### src/sv/kpd_pkg.sv
// keypad scanner package: word types, state type, line codes and the key map
// no dependencies
`default_nettype none

package kpd_pkg;

  localparam int NUM_ROWS = 4;
  localparam int NUM_COLS = 3;
  localparam int ROW_BITS = 4;
  localparam int MAP_ROWS = 4;
  localparam int MAP_COLS = 3;
  localparam int LINE_W   = 3;
  localparam int COL_W    = 2;
  localparam int CHAR_W   = 7;

  localparam logic             MODE_SCAN = 1'b0;
  localparam logic             MODE_TICK = 1'b1;
  localparam logic [LINE_W-1:0] LINE_NONE = LINE_W'(NUM_ROWS);
  localparam logic [COL_W-1:0]  COL_LAST  = COL_W'(NUM_COLS - 1);

  typedef struct packed {
    logic                mode;
    logic [ROW_BITS-1:0] row_levels;
  } kpd_in_t;

  typedef struct packed {
    logic [COL_W-1:0]  drive_column;
    logic              key_valid;
    logic [CHAR_W-1:0] key_char;
  } kpd_out_t;

  typedef struct packed {
    logic [COL_W-1:0]  active_column;
    logic [LINE_W-1:0] current_line;
    logic [LINE_W-1:0] previous_line;
    logic [LINE_W-1:0] latched_line;
  } kpd_state_t;

  // fixed map "123" "456" "789" "*0#", zero outside it
  function automatic logic [CHAR_W-1:0] key_lookup(input logic [LINE_W-1:0] row,
                                                   input logic [COL_W-1:0]  col);
    logic [CHAR_W-1:0] ch;
    ch = '0;
    if (row < LINE_W'(MAP_ROWS) && col < COL_W'(MAP_COLS)) begin
      case ({row[1:0], col})
        {2'd0, 2'd0}: ch = CHAR_W'("1");
        {2'd0, 2'd1}: ch = CHAR_W'("2");
        {2'd0, 2'd2}: ch = CHAR_W'("3");
        {2'd1, 2'd0}: ch = CHAR_W'("4");
        {2'd1, 2'd1}: ch = CHAR_W'("5");
        {2'd1, 2'd2}: ch = CHAR_W'("6");
        {2'd2, 2'd0}: ch = CHAR_W'("7");
        {2'd2, 2'd1}: ch = CHAR_W'("8");
        {2'd2, 2'd2}: ch = CHAR_W'("9");
        {2'd3, 2'd0}: ch = CHAR_W'("*");
        {2'd3, 2'd1}: ch = CHAR_W'("0");
        {2'd3, 2'd2}: ch = CHAR_W'("#");
        default:      ch = '0;
      endcase
    end
    return ch;
  endfunction

endpackage

`default_nettype wire

### src/sv/keypad_scan_debounce_top.sv
// keypad scanner top level: scanner state, result register, handshakes
// depends on kpd_pkg and kpd_core
//
//   port group | direction | word      | handshake
//   in_        | input     | kpd_in_t  | in_valid / in_stall
//   out_       | output    | kpd_out_t | out_valid / out_stall
//
// one word per cycle while in_stall is low; each accepted word gives one result word in the cycle after
// the scanner state and the result register update in the same edge that takes the word
// the only limit on rate is the single result register: a word is taken while it is
// empty or being read in that same edge
// synchronous active-low reset: column 0, all lines none, result register empty
// a stall on the output holds the result and stalls the input; no word is dropped
`default_nettype none

module keypad_scan_debounce_top (
  input  wire logic              clk,
  input  wire logic              rst_n,
  input  wire logic              in_valid,
  output logic                   in_stall,
  input  wire kpd_pkg::kpd_in_t  in_word,
  output logic                   out_valid,
  input  wire logic              out_stall,
  output kpd_pkg::kpd_out_t      out_word
);
  import kpd_pkg::*;

  kpd_state_t st_r, st_nxt;
  kpd_out_t   res_r, res_nxt;
  logic       out_valid_r;
  logic       in_take;

  // input stalls only while a finished result waits to be taken
  assign in_stall = out_valid_r && out_stall;
  assign in_take  = in_valid && !in_stall;

  kpd_core u_core (
    .st      (st_r),
    .in_word (in_word),
    .st_nxt  (st_nxt),
    .res     (res_nxt)
  );

  // scanner state advances only on an accepted word
  always_ff @(posedge clk) begin
    if (!rst_n) begin
      st_r.active_column <= '0;
      st_r.current_line  <= LINE_NONE;
      st_r.previous_line <= LINE_NONE;
      st_r.latched_line  <= LINE_NONE;
    end else if (in_take) begin
      st_r <= st_nxt;
    end
  end

  // result register: loads on accept, empties when read
  always_ff @(posedge clk) begin
    if (!rst_n) begin
      out_valid_r <= 1'b0;
    end else if (in_take) begin
      out_valid_r <= 1'b1;
    end else if (!out_stall) begin
      out_valid_r <= 1'b0;
    end
  end

  // payload, no reset needed
  always_ff @(posedge clk) begin
    if (in_take) begin
      res_r <= res_nxt;
    end
  end

  assign out_valid = out_valid_r;
  assign out_word  = res_r;

  // a reported key always carries a character from the map
  a_key_char: assert property (@(posedge clk) disable iff (!rst_n)
    out_valid_r && res_r.key_valid |-> res_r.key_char != '0)
    else $error("key reported without a character");

  // column stays within the keypad
  a_col_range: assert property (@(posedge clk) disable iff (!rst_n)
    st_r.active_column <= COL_LAST)
    else $error("active column out of range");

  // while a row is latched the column does not move
  a_col_hold: assert property (@(posedge clk) disable iff (!rst_n)
    st_r.latched_line != LINE_NONE |=> $stable(st_r.active_column))
    else $error("column moved while a key is latched");

  // a scan word never reports a key
  a_scan_no_key: assert property (@(posedge clk) disable iff (!rst_n)
    in_take && in_word.mode == MODE_SCAN |=> !res_r.key_valid)
    else $error("key reported on a scan word");

endmodule

`default_nettype wire

### src/sv/kpd_core.sv
// keypad scanner next-state logic: row encode, column advance, debounce
// depends on kpd_pkg
`default_nettype none

module kpd_core (
  input  wire kpd_pkg::kpd_state_t st,
  input  wire kpd_pkg::kpd_in_t    in_word,
  output kpd_pkg::kpd_state_t      st_nxt,
  output kpd_pkg::kpd_out_t        res
);
  import kpd_pkg::*;

  logic [LINE_W-1:0] enc_line;
  logic              valid;
  logic [CHAR_W-1:0] ch;

  // lowest-numbered low row wins
  always_comb begin
    enc_line = LINE_NONE;
    for (int r = ROW_BITS - 1; r >= 0; r--) begin
      if (r < NUM_ROWS && !in_word.row_levels[r]) enc_line = LINE_W'(r);
    end
  end

  always_comb begin
    st_nxt = st;
    valid  = 1'b0;
    ch     = '0;
    if (in_word.mode == MODE_SCAN) begin
      st_nxt.current_line = enc_line;
      if (enc_line == LINE_NONE && st.latched_line == LINE_NONE) begin
        st_nxt.active_column = (st.active_column >= COL_LAST) ? '0
                                                               : st.active_column + 1'b1;
      end
    end else begin
      if (st.current_line == st.previous_line) begin
        if (st.current_line != LINE_NONE && st.latched_line == LINE_NONE) begin
          st_nxt.latched_line = st.current_line;
        end else if (st.current_line == LINE_NONE && st.latched_line != LINE_NONE) begin
          valid               = 1'b1;
          ch                  = key_lookup(st.latched_line, st.active_column);
          st_nxt.latched_line = LINE_NONE;
        end
      end
      st_nxt.previous_line = st.current_line;
    end
  end

  assign res.drive_column = st_nxt.active_column;
  assign res.key_valid    = valid;
  assign res.key_char     = ch;

endmodule

`default_nettype wire
### config.mk
export PLATFORM = sky130hd
export DESIGN_NAME = keypad_scan_debounce_top
export DESIGN_NICKNAME = d
export VERILOG_FILES = /design/src/sv/kpd_pkg.sv /design/src/sv/keypad_scan_debounce_top.sv /design/src/sv/kpd_core.sv
export SDC_FILE = /design/constraint.sdc
export NUM_CORES = 1
export LEC_CHECK = 0
export ABC_AREA = 1
export BUFFER_PORTS_ARGS = -buffer_cell sky130_fd_sc_hd__buf_2
export CAP_MARGIN = 40
export CELL_PAD_IN_SITES_DETAIL_PLACEMENT = 1
export CELL_PAD_IN_SITES_GLOBAL_PLACEMENT = 1
export CORE_ASPECT_RATIO = 1.4
export CORE_MARGIN = 3
export CORE_UTILIZATION = 42
export DETAILED_ROUTE_END_ITERATION = 10
export PLACE_DENSITY_LB_ADDON = 0.1
export SETUP_SLACK_MARGIN = 0.2
export SLEW_MARGIN = 20
export SYNTH_ARGS = -nofsm -noshare
export SYNTH_HDL_FRONTEND = slang
export SYNTH_SLANG_ARGS = --single-unit
### constraint.sdc
create_clock -name clk -period 3 [get_ports clk]
set_clock_uncertainty 0.1 [all_clocks]
set_input_delay 0.9 -clock clk [delete_from_list [all_inputs] [get_ports clk]]
set_output_delay 0.9 -clock clk [all_outputs]
set_load 0.02 [all_outputs]
==> impl_metrics.ini <==
[sta]
hold_violations = 0
fin_crit_sh_pct = 77.8
setup_viol = 0
finalCriticalPeriod_ns = 2.33
slew_viol_final = 0
max_clock_freq_mhz = 429
setup-tns-final_ns = 0
timing.hold.ws_ns = 0.428
rsz0062_at_grt = false

[drt]
drc_errors = 0
wirelength_mm = 2.59
drt_iter0_markers = 14
vias = 1014
drt-wirelength-per-cell_um = 12.5
dr.pass1.iters = 4
viasPerCell = 4.90
ant_nets = 0

[yosys]
synth_top_cell_area_share_pct = 23.2
yosysSeqAreaShare_pct = 43.8
synthTopCellsByCount = nand2_1, inv_1, nor2_1
synthCells = 150
yosys_warnings = 0
synth_nets = 166
synth_most_common_cell = nand2_1
synth.distinct_cells = 27
synth_area_per_cell_um2 = 7.77
async_reset_ff_share_pct = 0
synth_area_leaders = edfxtp_1, dfxtp_1, nand2_1
synth_edf_count = 9
yosysTopAreaCell = edfxtp_1
synthFlopType = dfxtp_1
synth-seq-cells = 21
synth_area_mm2 = 0.00117

[clock_network]
cts_buffers = 3
cts_tree = yes
clk_pin_slew_ns = 0.12
cts_buffer_depth = 2
cts.sinks = 21
cts-resized-gates = 0
ctsHoldBuffers = 0
cts_root_buffer = clkbuf_4
clkLatencyLatePin_ns = 0.31
cts_setup_buffers = 0
htree_levels = 1

[setup_path]
rr_worst_depth = 7
reg2reg_slack_ns = 1.18
critPathLaunchType = primary input
worst-path-max-fanout = 3
cp_data_arrival_time_ns = 1.33
critical_path.slowest_cell = buf_2
cpPeakStageDelay_ns = 0.15
r2r_start = st_r[8]
path_common_cell = buf_2
cp-end-kind = output pin
rr_endpoint = out_word[1]
critPathRequiredTime_ns = 2.00
path_cells = buf_2 > nand2_1 > inv_1 > buf_2
critPathKind = in -> out

[cells_and_area]
final_layout_size_suffix_gt1_share_pct = 17.0
area_growth_pct = 13.3
diodes = 0
multi_input_area_um2 = 539
nFillCells = 354
nets = 188
seq_area_um2 = 510

[global_routing]
antenna_found_initial = 0
grt_pass1_wl_mm = 4.38
grt_start_max_net_pins = 12
grt_overflow = 0
grt_usage_pct = 16.8
first_global_vias = 1042

[power_and_ir_drop]
p_leak_nw = 0.653
powerDensity_mw_per_mm2 = 428
vdd.ir_drop.worst_mv = 0.200

[hold_path]
min_path_type = reg -> reg
hp-start = st_r[3]
holdPathStages = 2
holdPathEnd = st_r[3]

[floorplan]
core_region_area_mm2 = 0.00264
start_util_pct = 44.1
die_height_um = 68.3
die_w_um = 50.5
dieArea_mm2 = 0.00345
row_count = 22
io_pins = 21

[run_status]
run_status = finished clean

[run]
drv_cap = 0

[place]
io_buffers = 19
gp_congestion = 0.815
dp_hpwl_mm = 2.14
==> routing by layer <==
metal	up-vias	share of wire [%]	track usage, %
met5	-	0	0
met4	0	1.4	7.74
met3	6	3.9	2.61
met2	24	56	34.6
met1	463	38	16.0
li1	521	-	-
==> state kept, by name, indices dropped and copies added, names as in the netlist <==
name and flops:
out_word 9, st_r 11, out_valid 1
==> cells in the final DEF (no fill, tap or decap), types with 3 or more instances in the layout <==
| master | count |
|---|---|
| nor2_1 | 13 |
| buf_2 | 19 |
| dfxtp_1 | 12 |
| inv_1 | 25 |
| clkbuf_4 | 3 |
| edfxtp_1 | 9 |
| o21ai_0 | 5 |
| nand2_1 | 38 |
| a21oi_1 | 9 |
| nand3_1 | 7 |
| ha_1 | 7 |
| nand4_1 | 4 |
==> power by group <==
group	switching, mW	internal [mW]
logic	0.0690	0.0349
clock network	0.0893	0.0519
registers	0.00895	0.312
==> worst max-delay path by stage <==
stage                     slack (ns)  depth (start not counted)       from        to
after floorplan                 0.84                          2  out_stall  in_stall
after global routing            0.64                          4  out_stall  in_stall
final                           0.67                          4  out_stall  in_stall
after detailed placement        0.67                          4  out_stall  in_stall
after CTS                       0.67                          4  out_stall  in_stall
after global placement          0.69                          4  out_stall  in_stall
==> metrics by stage <==
step | power (mW) | cell area (µm²) | setup WS (ns) | util, % | instances
6_report | 0.566 | 1320 | 0.667 | 50.0 | 207
5_1_grt | 0.600 | 1320 | 0.642 | 50.0 | 207
4_1_cts | 0.574 | 1320 | 0.666 | 50.0 | 207
3_5_place_dp | 0.433 | 1290 | 0.667 | 49.0 | 203
3_3_place_gp | 0.427 | 1290 | 0.686 | 49.0 | 203
2_1_floorplan | 0.400 | 1170 | 0.835 | - | 150
==> critical path: cells and delay by family <==
family,cells,cell delay (ns)
buffers and inverters,3,0.29
AND/OR/NAND/NOR,1,0.13
==> logic make-up after synthesis <==
family          count (synthesis)  share of synthesized area (%)
buf+inv                        30                           9.98
flops                          21                           43.8
simple gates                   71                           28.4
compound gates                 19                           9.23
other cells                     1                          0.322
fa+ha+maj                       7                           7.51
xor+xnor                        1                          0.751
==> area by class of cell <==
| cell class | instances | area share [%] |
|---|---|---|
| clock buffers | 4 | 1.99 |
| inverters | 28 | 7.95 |
| multi-input cells | 99 | 40.8 |
| flip-flops and latches | 21 | 38.6 |
| well taps | 36 | 3.41 |
| repair buffers | 19 | 7.20 |
Note: power is estimated with default switching activity, not from simulation.
